===== src/rtl/datagram_varint_validator_top_macros.svh =====
// ----------------------------------------------------------------------------
// Assertion helpers for the datagram varint validator.
// Every macro samples on clock and is held off while reset is high.
// ----------------------------------------------------------------------------
`ifndef DATAGRAM_VARINT_VALIDATOR_TOP_MACROS_SVH
`define DATAGRAM_VARINT_VALIDATOR_TOP_MACROS_SVH

// Same-cycle implication.
`define DVV_ASSERT_NOW(lbl, ante, cons, msg) \
   lbl: assert property (@(posedge clock) disable iff (reset) (ante) |-> (cons)) \
      else $error(msg);

// Next-cycle implication.
`define DVV_ASSERT_NEXT(lbl, ante, cons, msg) \
   lbl: assert property (@(posedge clock) disable iff (reset) (ante) |=> (cons)) \
      else $error(msg);

`endif


===== src/rtl/dvv_pkg.sv =====
// ----------------------------------------------------------------------------
// dvv_pkg
// Shared types and constants of the datagram varint validator: parse phases,
// status codes, register indexes, the register set and the result record.
// ----------------------------------------------------------------------------
`default_nettype none

package dvv_pkg;

   localparam int REQ_DATA_W = 8;
   localparam int CSR_IDX_W  = 3;
   localparam int CSR_DATA_W = 16;
   localparam int SEQ_W      = 62;
   localparam int RES_W      = 105;
   localparam int RSP_DATA_W = 112;

   typedef enum logic [1:0] {
      PH_HEADER,
      PH_MSGLEN,
      PH_PAYLOAD,
      PH_TRAIL
   } phase_type;

   typedef enum logic [1:0] {
      FLD_VERSION,
      FLD_TYPE,
      FLD_SEQUENCE,
      FLD_COUNT
   } field_type;

   typedef enum logic [2:0] {
      ST_OK        = 3'd0,
      ST_MALFORMED = 3'd1,
      ST_VERSION   = 3'd2,
      ST_TYPE      = 3'd3,
      ST_LIMIT     = 3'd4
   } status_type;

   localparam logic [CSR_IDX_W-1:0] REG_EXPECTED_VERSION   = 3'd0;
   localparam logic [CSR_IDX_W-1:0] REG_MESSAGES_TYPE_CODE = 3'd1;
   localparam logic [CSR_IDX_W-1:0] REG_MAX_DATAGRAM_BYTES = 3'd2;
   localparam logic [CSR_IDX_W-1:0] REG_MAX_MESSAGES       = 3'd3;
   localparam logic [CSR_IDX_W-1:0] REG_MAX_MESSAGE_BYTES  = 3'd4;

   typedef struct packed {
      logic [13:0] expected_version;
      logic [13:0] messages_type_code;
      logic [15:0] max_datagram_bytes;
      logic [7:0]  max_messages;
      logic [15:0] max_message_bytes;
   } cfg_type;

   localparam cfg_type CFG_RESET = '{
      expected_version:   14'd1,
      messages_type_code: 14'd0,
      max_datagram_bytes: 16'd1400,
      max_messages:       8'd64,
      max_message_bytes:  16'd1024
   };

   // Packed high to low, so status lands in the lowest bits of tdata.
   typedef struct packed {
      logic [15:0]      datagram_length;
      logic [15:0]      messages_offset;
      logic [7:0]       message_count;
      logic [SEQ_W-1:0] sequence_number;
      status_type       status;
   } result_type;

endpackage

`default_nettype wire


===== src/rtl/dvv_parser.sv =====
// ----------------------------------------------------------------------------
// dvv_parser
// Byte-at-a-time varint header and message walker. Updates the datagram
// context on every accepted request and emits one result on the last byte.
// ----------------------------------------------------------------------------
`default_nettype none

module dvv_parser
   import dvv_pkg::*;
(
   input  wire logic                  clock,
   input  wire logic                  reset,
   input  wire logic                  take,
   input  wire logic [7:0]            data_byte,
   input  wire logic                  last_byte,
   input  wire cfg_type               cfg,
   output      logic                  res_valid,
   output      result_type            res
);

   typedef struct packed {
      phase_type        phase;
      field_type        field;
      logic [SEQ_W-1:0] acc;
      logic [2:0]       left;
      logic [13:0]      held_version;
      logic [13:0]      held_type;
      logic [SEQ_W-1:0] held_seq;
      logic [7:0]       held_count;
      logic [7:0]       msgs_left;
      logic [15:0]      payload_left;
      logic [15:0]      byte_cnt;
      logic [15:0]      start_msgs;
      status_type       first_error;
      logic             cnt_over;
      logic             varint_active;
      logic             version_wide;
      logic             type_wide;
   } ctx_type;

   ctx_type          ctx_ff;
   ctx_type          ctx_in;
   logic [SEQ_W-1:0] acc_v;
   logic [2:0]       left_v;
   logic [15:0]      pay_v;
   logic [7:0]       msgs_v;
   status_type       fin_err;
   status_type       fin_status;
   logic             is_ok;

   always_comb begin
      ctx_in     = ctx_ff;
      acc_v      = ctx_ff.acc;
      left_v     = ctx_ff.left;
      pay_v      = ctx_ff.payload_left;
      msgs_v     = ctx_ff.msgs_left;
      fin_err    = ST_OK;
      fin_status = ST_OK;
      is_ok      = 1'b0;
      res_valid  = 1'b0;
      res        = '0;

      if (take) begin
         // saturate the byte count and remember that it ran past the top
         if (ctx_ff.byte_cnt == 16'hFFFF) begin
            ctx_in.cnt_over = 1'b1;
         end else begin
            ctx_in.byte_cnt = ctx_ff.byte_cnt + 16'd1;
         end

         if (ctx_ff.first_error == ST_OK) begin
            case (ctx_ff.phase)
               PH_HEADER, PH_MSGLEN: begin
                  if (!ctx_ff.varint_active) begin
                     acc_v  = {{(SEQ_W-6){1'b0}}, data_byte[5:0]};
                     left_v = 3'((4'd1 << data_byte[7:6]) - 4'd1);
                  end else begin
                     acc_v  = {ctx_ff.acc[SEQ_W-9:0], data_byte};
                     left_v = ctx_ff.left - 3'd1;
                  end
                  ctx_in.acc           = acc_v;
                  ctx_in.left          = left_v;
                  ctx_in.varint_active = 1'b1;

                  if (left_v == 3'd0) begin
                     ctx_in.varint_active = 1'b0;
                     if (ctx_ff.phase == PH_HEADER) begin
                        case (ctx_ff.field)
                           FLD_VERSION: begin
                              ctx_in.held_version = acc_v[13:0];
                              ctx_in.version_wide = |acc_v[SEQ_W-1:14];
                              ctx_in.field        = FLD_TYPE;
                           end
                           FLD_TYPE: begin
                              ctx_in.held_type = acc_v[13:0];
                              ctx_in.type_wide = |acc_v[SEQ_W-1:14];
                              ctx_in.field     = FLD_SEQUENCE;
                           end
                           FLD_SEQUENCE: begin
                              ctx_in.held_seq = acc_v;
                              ctx_in.field    = FLD_COUNT;
                           end
                           default: begin
                              ctx_in.held_count = acc_v[7:0];
                              if (ctx_ff.version_wide ||
                                  ctx_ff.held_version != cfg.expected_version) begin
                                 ctx_in.first_error = ST_VERSION;
                              end else if (ctx_ff.type_wide ||
                                  ctx_ff.held_type != cfg.messages_type_code) begin
                                 ctx_in.first_error = ST_TYPE;
                              end else if (acc_v == '0 || (|acc_v[SEQ_W-1:8]) ||
                                  acc_v[7:0] > cfg.max_messages) begin
                                 ctx_in.first_error = ST_LIMIT;
                              end else begin
                                 ctx_in.msgs_left  = acc_v[7:0];
                                 ctx_in.start_msgs = ctx_in.byte_cnt;
                                 ctx_in.phase      = PH_MSGLEN;
                              end
                           end
                        endcase
                     end else begin
                        if (acc_v == '0 || (|acc_v[SEQ_W-1:16]) ||
                            acc_v[15:0] > cfg.max_message_bytes) begin
                           ctx_in.first_error = ST_LIMIT;
                        end else begin
                           ctx_in.payload_left = acc_v[15:0];
                           ctx_in.phase        = PH_PAYLOAD;
                        end
                     end
                  end
               end
               PH_PAYLOAD: begin
                  pay_v               = ctx_ff.payload_left - 16'd1;
                  ctx_in.payload_left = pay_v;
                  if (pay_v == 16'd0) begin
                     msgs_v           = ctx_ff.msgs_left - 8'd1;
                     ctx_in.msgs_left = msgs_v;
                     ctx_in.phase     = (msgs_v == 8'd0) ? PH_TRAIL : PH_MSGLEN;
                  end
               end
               default: begin
                  // a byte after the last payload
                  ctx_in.first_error = ST_MALFORMED;
               end
            endcase
         end

         if (last_byte) begin
            fin_err = ctx_in.first_error;
            if (fin_err == ST_OK && ctx_in.phase != PH_TRAIL) begin
               fin_err = ST_MALFORMED;
            end
            if (ctx_in.cnt_over || ctx_in.byte_cnt > cfg.max_datagram_bytes) begin
               fin_status = ST_LIMIT;
            end else begin
               fin_status = fin_err;
            end
            is_ok                = (fin_status == ST_OK);
            res_valid            = 1'b1;
            res.status           = fin_status;
            res.sequence_number  = is_ok ? ctx_in.held_seq : '0;
            res.message_count    = is_ok ? ctx_in.held_count : 8'd0;
            res.messages_offset  = is_ok ? ctx_in.start_msgs : 16'd0;
            res.datagram_length  = ctx_in.byte_cnt;
            ctx_in               = '0;
         end
      end
   end

   always_ff @(posedge clock) begin
      if (reset) begin
         ctx_ff <= '0;
      end else begin
         ctx_ff <= ctx_in;
      end
   end

endmodule

`default_nettype wire


===== src/rtl/dvv_rsp_queue.sv =====
// ----------------------------------------------------------------------------
// dvv_rsp_queue
// Output register with one skid slot. Keeps the request side open while a
// finished result waits on the response side.
// ----------------------------------------------------------------------------
`default_nettype none

module dvv_rsp_queue
   import dvv_pkg::*;
(
   input  wire logic       clock,
   input  wire logic       reset,
   input  wire logic       push,
   input  wire result_type push_data,
   output      logic       can_push,
   output      logic       out_valid,
   input  wire logic       out_ready,
   output      result_type out_data
);

   logic       head_valid_ff;
   logic       head_valid_in;
   logic       spare_valid_ff;
   logic       spare_valid_in;
   result_type head_ff;
   result_type head_in;
   result_type spare_ff;
   result_type spare_in;
   logic       pop;

   assign pop       = head_valid_ff && out_ready;
   assign can_push  = !spare_valid_ff;
   assign out_valid = head_valid_ff;
   assign out_data  = head_ff;

   always_comb begin
      head_valid_in  = head_valid_ff;
      spare_valid_in = spare_valid_ff;
      head_in        = head_ff;
      spare_in       = spare_ff;
      if (pop) begin
         if (spare_valid_ff) begin
            // advance the skid slot; no push can arrive while it is full
            head_in        = spare_ff;
            spare_valid_in = 1'b0;
         end else if (push) begin
            head_in = push_data;
         end else begin
            head_valid_in = 1'b0;
         end
      end else if (push) begin
         if (!head_valid_ff) begin
            head_in       = push_data;
            head_valid_in = 1'b1;
         end else begin
            spare_in       = push_data;
            spare_valid_in = 1'b1;
         end
      end
   end

   always_ff @(posedge clock) begin
      if (reset) begin
         head_valid_ff  <= 1'b0;
         spare_valid_ff <= 1'b0;
      end else begin
         head_valid_ff  <= head_valid_in;
         spare_valid_ff <= spare_valid_in;
      end
   end

   always_ff @(posedge clock) begin
      head_ff  <= head_in;
      spare_ff <= spare_in;
   end

endmodule

`default_nettype wire


===== src/rtl/datagram_varint_validator_top.sv =====
// A result is registered in the output register, or in its skid slot when
// that register is full. One byte per cycle while req_tready is high.
// The request side stalls only when both the output register and its skid
// slot hold results not yet taken.
// Reset is synchronous: it clears the parse context and the output slots and
// loads the register defaults (version 1, type 0, 1400, 64, 1024).
// ----------------------------------------------------------------------------
// datagram_varint_validator_top
// Streams a datagram in byte by byte, checks its varint header and message
// framing, and reports one status record per datagram.
// ----------------------------------------------------------------------------
`default_nettype none

module datagram_varint_validator_top
   import dvv_pkg::*;
(
   input  wire logic                  clock,
   input  wire logic                  reset,
   input  wire logic                  req_tvalid,
   output      logic                  req_tready,
   input  wire logic [REQ_DATA_W-1:0] req_tdata,   // [7:0] data_byte
   input  wire logic                  req_tlast,   // last_byte
   output      logic                  rsp_tvalid,
   input  wire logic                  rsp_tready,
   // [2:0] status, [64:3] sequence_number, [72:65] message_count,
   // [88:73] messages_offset, [104:89] datagram_length, rest zero
   output      logic [RSP_DATA_W-1:0] rsp_tdata,
   input  wire logic                  csr_wr_en,
   input  wire logic [CSR_IDX_W-1:0]  csr_index,
   input  wire logic [CSR_DATA_W-1:0] csr_wdata
);

`include "datagram_varint_validator_top_macros.svh"

   cfg_type    cfg_ff;
   cfg_type    cfg_in;
   logic       req_take;
   logic       res_valid;
   result_type res;
   result_type out_res;

   always_comb begin
      cfg_in = cfg_ff;
      if (csr_wr_en) begin
         case (csr_index)
            REG_EXPECTED_VERSION:   cfg_in.expected_version   = csr_wdata[13:0];
            REG_MESSAGES_TYPE_CODE: cfg_in.messages_type_code = csr_wdata[13:0];
            REG_MAX_DATAGRAM_BYTES: cfg_in.max_datagram_bytes = csr_wdata[15:0];
            REG_MAX_MESSAGES:       cfg_in.max_messages       = csr_wdata[7:0];
            REG_MAX_MESSAGE_BYTES:  cfg_in.max_message_bytes  = csr_wdata[15:0];
            default: ;
         endcase
      end
   end

   always_ff @(posedge clock) begin
      if (reset) begin
         cfg_ff <= CFG_RESET;
      end else begin
         cfg_ff <= cfg_in;
      end
   end

   assign req_take = req_tvalid && req_tready;

   dvv_parser u_parser (
      .clock     (clock),
      .reset     (reset),
      .take      (req_take),
      .data_byte (req_tdata),
      .last_byte (req_tlast),
      .cfg       (cfg_ff),
      .res_valid (res_valid),
      .res       (res)
   );

   dvv_rsp_queue u_rsp_queue (
      .clock     (clock),
      .reset     (reset),
      .push      (res_valid),
      .push_data (res),
      .can_push  (req_tready),
      .out_valid (rsp_tvalid),
      .out_ready (rsp_tready),
      .out_data  (out_res)
   );

   assign rsp_tdata = {{(RSP_DATA_W-RES_W){1'b0}}, out_res};

   `DVV_ASSERT_NEXT(a_last_gives_rsp, req_take && req_tlast, rsp_tvalid,
      "last byte accepted but no response pending")
   `DVV_ASSERT_NOW(a_error_fields_zero, rsp_tvalid && out_res.status != ST_OK,
      out_res.sequence_number == '0 && out_res.message_count == 8'd0 &&
      out_res.messages_offset == 16'd0, "error response carries header fields")
   `DVV_ASSERT_NOW(a_ok_has_messages, rsp_tvalid && out_res.status == ST_OK,
      out_res.message_count != 8'd0 && out_res.datagram_length != 16'd0,
      "ok response without messages")
   `DVV_ASSERT_NOW(a_stall_needs_rsp, !req_tready, rsp_tvalid,
      "request side stalled with no response waiting")

endmodule

`default_nettype wire

===== config.mk =====
export PLATFORM = sky130hd
export DESIGN_NAME = datagram_varint_validator_top
export DESIGN_NICKNAME = d
export VERILOG_FILES = /design/src/rtl/dvv_pkg.sv /design/src/rtl/dvv_parser.sv /design/src/rtl/dvv_rsp_queue.sv /design/src/rtl/datagram_varint_validator_top.sv
export VERILOG_INCLUDE_DIRS = /design/src /design/src/rtl
export SDC_FILE = /design/constraint.sdc
export NUM_CORES = 1
export LEC_CHECK = 0
export ABC_CLOCK_PERIOD_IN_PS = 8610
export BUFFER_PORTS_ARGS = -buffer_cell sky130_fd_sc_hd__buf_2
export CORE_ASPECT_RATIO = 1.4
export CORE_MARGIN = 10
export CORE_UTILIZATION = 45
export DETAILED_ROUTE_END_ITERATION = 16
export HOLD_SLACK_MARGIN = 0.06
export PLACE_DENSITY = 0.62
export SYNTH_ARGS = -nofsm -noshare
export SYNTH_HDL_FRONTEND = slang
export SYNTH_SLANG_ARGS = --single-unit

===== constraint.sdc =====
create_clock -name clock -period 8.61 [get_ports clock]
set_input_delay 0.4305 -clock clock [delete_from_list [all_inputs] [get_ports clock]]
set_output_delay 0.4305 -clock clock [all_outputs]
set_load 0.1 [all_outputs]

Word-level counts from Yosys, hierarchy flattened:

Cells that the tools add are included.

* bits of input ports: 33
* register bits after elaboration: 502
* word-level logic and storage cells: 211
* output and inout port bits: 114

* add/sub/neg operators: 5
* bitwise gates (word level): 1
* reduce and logical (&&, ||, !) cells: 53
* eq/ne operators: 32
* shift-type cells: 1
* mux-type cells: 82
* magnitude comparators: 3

Operator list (number)
* 2-to-1 mux 105 bit: 7
* 2-to-1 mux 191 bit: 2
* 2-to-1 mux 62 bit: 6
* 2-to-1 mux 230 bit: 1
* 2-to-1 mux 16 bit: 11
* 2-to-1 mux 165 bit: 1
* 2-to-1 mux 122 bit: 1
* 2-to-1 mux 106 bit: 1
* 2-to-1 mux 19 bit: 4
* logical NOT 62 bit: 1
* OR reduction 54 bit: 1
* 2-to-1 mux 3 bit: 16
* case mux 24 bit (2 select lines): 1
* OR reduction 48 bit: 1
* OR reduction 46 bit: 1
* 2-to-1 mux 8 bit: 5
* AND reduction 6 bit: 6
* greater-than comparator 16 bit: 2
* 2-to-1 mux 14 bit: 2
* inequality test 14 bit: 2
* inequality test 4 bit, second input constant: 6
* 2-to-1 mux 2 bit: 10
* inequality test 3 x 2 -> 1 bit, second input constant: 6
* adder 16 x 1 -> 16 bit, second input constant: 1
* other kinds (34): 82

Depth between registers and ports, before layout:

* word-level depth: 30
* gate-level depth with buffers: 18

Hierarchy:

A second synthesis with hierarchy kept.

* cell total of the unflattened synthesis: 2267
* area total of the unflattened synthesis: 24081.8 µm²

Modules (own cells, without submodules)
* dvv_parser: cells each 1666, instances 1, area an instance 13417.9 µm²
* dvv_rsp_queue: cells each 339, instances 1, area an instance 7868.8 µm²
* datagram_varint_validator_top: cells each 262, instances 1, area an instance 2795.2 µm²

Worst setup path after synthesis:

No wires, ideal clock.

* kind: reg-to-reg
* from: reg u_rsp_queue.spare_valid_ff
* to: reg u_rsp_queue.head_ff (netlist bit u_rsp_queue.out_data[0]), enable pin
* path buffers: 1
* stages on the path, launching flop included: 7
* arrival: 6.671 ns
* required time: 8.006 ns
* setup slack: 1.335 ns
* library setup time: 0.604 ns
* period minus slack after synthesis: 7.275 ns
* path through: dfxtp_1 -> inv_1 -> nand2_1 -> nor2_1 -> clkbuf_1 -> a21oi_1 -> a21oi_1

* cells in the longest elaborated chain, start to end: 5
* elaborated cells between the ends (all ways): 6
* those cells by class: mux (1); reduce/logical (5)

Ends and longest elaborated chain
* from (decl): RTL line dvv_rsp_queue.sv:23 `logic spare_valid_ff;`
* from (signal assigned): RTL line dvv_rsp_queue.sv:68 `spare_valid_ff <= spare_valid_in;`
* logical NOT 1 bit (*): RTL line dvv_rsp_queue.sv:32 `assign can_push = !spare_valid_ff;`
* net req_tready: RTL line datagram_varint_validator_top.sv:20 `output logic req_tready,`
* logical AND 1 bit (*): RTL line datagram_varint_validator_top.sv:64 `assign req_take = req_tvalid && req_tready;`
* 2-to-1 mux 1 bit (*): RTL line dvv_parser.sv:63 `if (take) begin`
* nonzero test 2 bit (no line)
* AND reduction 3 bit (no line) (*)
* to (signal assigned): RTL line dvv_rsp_queue.sv:73 `head_ff <= head_in;`
* to (decl): RTL line dvv_rsp_queue.sv:25 `result_type head_ff;`

Mark *: on every way through the listed nets, which the timed path passes. The rest lies on a longest branch.
A chain may end at the register's enable or synchronous reset.

==> qor.txt <==
Remaining DRCs - 0
DIE WIDTH - 214 um
Cell Chain, Critical Path - and4_1 -> and3_1 -> nand4_1 -> nand4_1 -> xnor2_1 -> ha_1 -> a211oi_1 -> o21bai_1 -> a21oi_1 -> o221ai_1 -> a2111o_1 -> nor3b_2 -> buf_4 -> o211ai_1 -> o21ai_0
kind of critical path - reg -> reg
Post-Layout Inst Area - 26400 um^2
clk slew on worst S/H paths - 70 ps
synth-to-layout area growth - 10.7%
CP required - 9040 ps
post-detailed-route via-to-cell ratio - 5.73
met3 usage - 0.0308
CTS tree - yes
synthesized area - 23800 um^2
crit path DAT - 5870 ps
sequential power share - 0.499
skew final - 30.8 ps
Global Route Usage Sum - 0.208
RSZ-0062 raised after global routing - no
async set or reset register ratio after synthesis - 0
Crit-path slowest cell - buf_4
Num CTS Buffers - 48
drt wl/cell - 20.5 um
area leader, netlist - edfxtp_1
gr ovfl total - 0
Max Freq - 184 MHz
NetSw - 0.00129 W
Buf+Inv Stages, Crit Path - 1
Boundary Pins - 147
R2R setup slack - 3170 ps
run status - finished, final reports clean
Sw Share - 0.255
Slew Limit Fails - 0
Sink Count - 502
met1 Resource Use GR - 0.255
Port Buf Inserts - 139
Nets - 2639
Post-DRT Antenna Nets - 0
post-synth top area share - 0.265
Max rail drop VDD - 159 uV
H-tree depth - 2
Syn. warnings - 0
full die area - 62700 um^2
combinational share of power - 0.078
grt peak-use layer - met2
Filler cells - 4971
Pre-antenna DRT Iters - 7
Leak - 9.25 nW
Max-Cap Viols - 0
slew margin rel. - 0.132
leading post-synthesis cells by instance count - nand2_1 (326), dfxtp_1 (292), nor2_1 (280)
Max FO, Critical Path - 86
post-CTS sizing - 0
library cells used by synthesis - 67
mean area per synthesized cell - 9.36 um^2
delay-heaviest family, CP - compound AO/OA/AOI/OAI gates
register bit total from synthesis - 502
most common cell in the netlist - nand2_1
setup TNS - 0 ps
# rows - 99
via count - 18918
routability cong. - 0.921
Clk pwr share - 0.422
total core area - 52300 um^2
internal power - 0.00376 W
Fin. Hold Viols - 0
CP most frequent cell - nand4_1
final HPWL from detailed placement - 43.9 mm
share of cells above drive strength 1 - 0.121
maximum single-stage delay on the critical path - 770 ps
Initial Util - 0.456
post-route clock period utilization - 0.632
Tmin final - 5440 ps
final setup violation count - 0
Mapped Cells - 2546
kind of end point of the critical path - flop
CTS root buffer - clkbuf_16
later-pin clock latency in the skew report - 610 ps
Post-synth EDFFs - 210
largest net degree at the start of global routing - 108
global-route wire length before repair - 106 mm
drt total wl - 67.5 mm
GR Util met2 - 0.362
Power per Cell Area - 191 nW/um^2
instance area after placement - 24800 um^2
worst-margin pin slew - 1300 ps
Antenna diodes - 0
post-CTS setup buffers - 0
initial antenna violation count - 1
Worst setup SP type - flop
DR iter-0 viols - 1403
largest cells by area after synthesis - edfxtp_1 (26%), dfxtp_1 (25%), a22oi_1 (5.3%)
Die H - 292 um
top_reg_cell synth - dfxtp_1
CTS max path bufs - 3
vias in the first global route - 18497
sequential area share after synthesis - 0.510
Hold Crit Class - in -> reg
[per-layer routing]
layer / share of wire / vias up
met3: 0.051 / 130
li1: - / 9107
met2: 0.50 / 526
met5: 0.00018 / -
met1: 0.41 / 9153
met4: 0.034 / 2
[tightest hold or removal path, delay by kind of cell]
kind / cells / cell delay, ps
AOI/OAI and AO/OA: 1 / 50
buffers and inverters: 1 / 140
and+or+nand+nor: 1 / 70
[layout by cell type (no fill, tap or decap), types with 47 or more instances in the layout]
| cell type | n |
|---|---|
| a21oi_1 | 166 |
| a22oi_1 | 169 |
| and2_1 | 64 |
| and3_1 | 54 |
| buf_2 | 138 |
| clkbuf_16 | 48 |
| dfxtp_1 | 291 |
| edfxtp_1 | 210 |
| ha_1 | 50 |
| inv_1 | 68 |
| nand2_1 | 325 |
| nand3b_1 | 47 |
| nor2_1 | 280 |
| nor4_1 | 60 |
| nor4_2 | 54 |
| o211ai_1 | 48 |
| o21ai_0 | 104 |
[logic make-up (layout without fill, tap and decap cells)]
family / Yosys count / in the layout / synth area share
simple gates: 1046 / 1046 / 0.226
compound gates: 574 / 574 / 0.153
flops: 502 / 502 / 0.510
buf+inv: 283 / 323 / 0.0493
xor+xnor: 59 / 59 / 0.0217
fa+ha+maj: 51 / 51 / 0.0267
mux: 30 / 30 / 0.0127
other cells: 1 / 7 / 0.000157
[per-stage QoR]
stage	util	total power [W]	cells	setup slack (ps)	hold WS [ps]
after global routing	0.504	0.00520	3299	2720	144
after global placement	0.475	0.00296	3212	3470	444
final	0.504	0.00504	3299	3170	156
after detailed placement	0.475	0.00297	3212	3270	448
after CTS	0.504	0.00509	3299	3190	107
after floorplan	-	0.00287	2552	1340	431
[area by class of cell]
cell class | count | area (um^2) | share of cell area
clock buffers | 72 | 1370 | 0.0521
repair buffers | 169 | 932 | 0.0353
well taps | 707 | 885 | 0.0335
clock inverters | 14 | 171 | 0.00650
flip-flops and latches | 502 | 12200 | 0.461
inverters | 68 | 255 | 0.00968
multi-input cells | 1767 | 10600 | 0.402
[path summary, 6_finish.rpt]
| check | depth (start not counted) | to | start |
|---|---|---|---|
| hold / removal | 3 | cfg_ff[38]$_SDFFE_PP0P_ | csr_wdata[14] |
| setup / recovery | 15 | u_rsp_queue.out_data[41]$_DFFE_PP_ | u_parser.ctx_ff[25]$_SDFFE_PP0P_ |
| hold reg to reg | 2 | cfg_ff[5]$_SDFFE_PP0P_ | cfg_ff[5]$_SDFFE_PP0P_ |
| setup reg to reg | 15 | u_rsp_queue.out_data[41]$_DFFE_PP_ | u_parser.ctx_ff[25]$_SDFFE_PP0P_ |
[registers in the layout (all words and copies together) (netlist names)]
register                    count
cfg_ff                         68
u_parser.ctx_ff               222
u_rsp_queue.out_data          105
u_rsp_queue.out_valid           1
u_rsp_queue.spare_ff          105
u_rsp_queue.spare_valid_ff      1
[power by group through the flow]
| stage | registers (W) | clock network, W | logic, W |
|---|---|---|---|
| after floorplan | 0.00270 | 0 | 0.000165 |
| after global placement | 0.00257 | 0 | 0.000391 |
| after detailed placement | 0.00257 | 0 | 0.000395 |
| after CTS | 0.00252 | 0.00218 | 0.000396 |
| after global routing | 0.00252 | 0.00226 | 0.000418 |
| final | 0.00252 | 0.00213 | 0.000396 |
[repair_timing]
item | CTS | global route
hold endpoints to repair | 1 | 0
hold buffers | 1 | 0
setup endpoints to repair | 0 | 0
(Power assumes the default switching activity.)
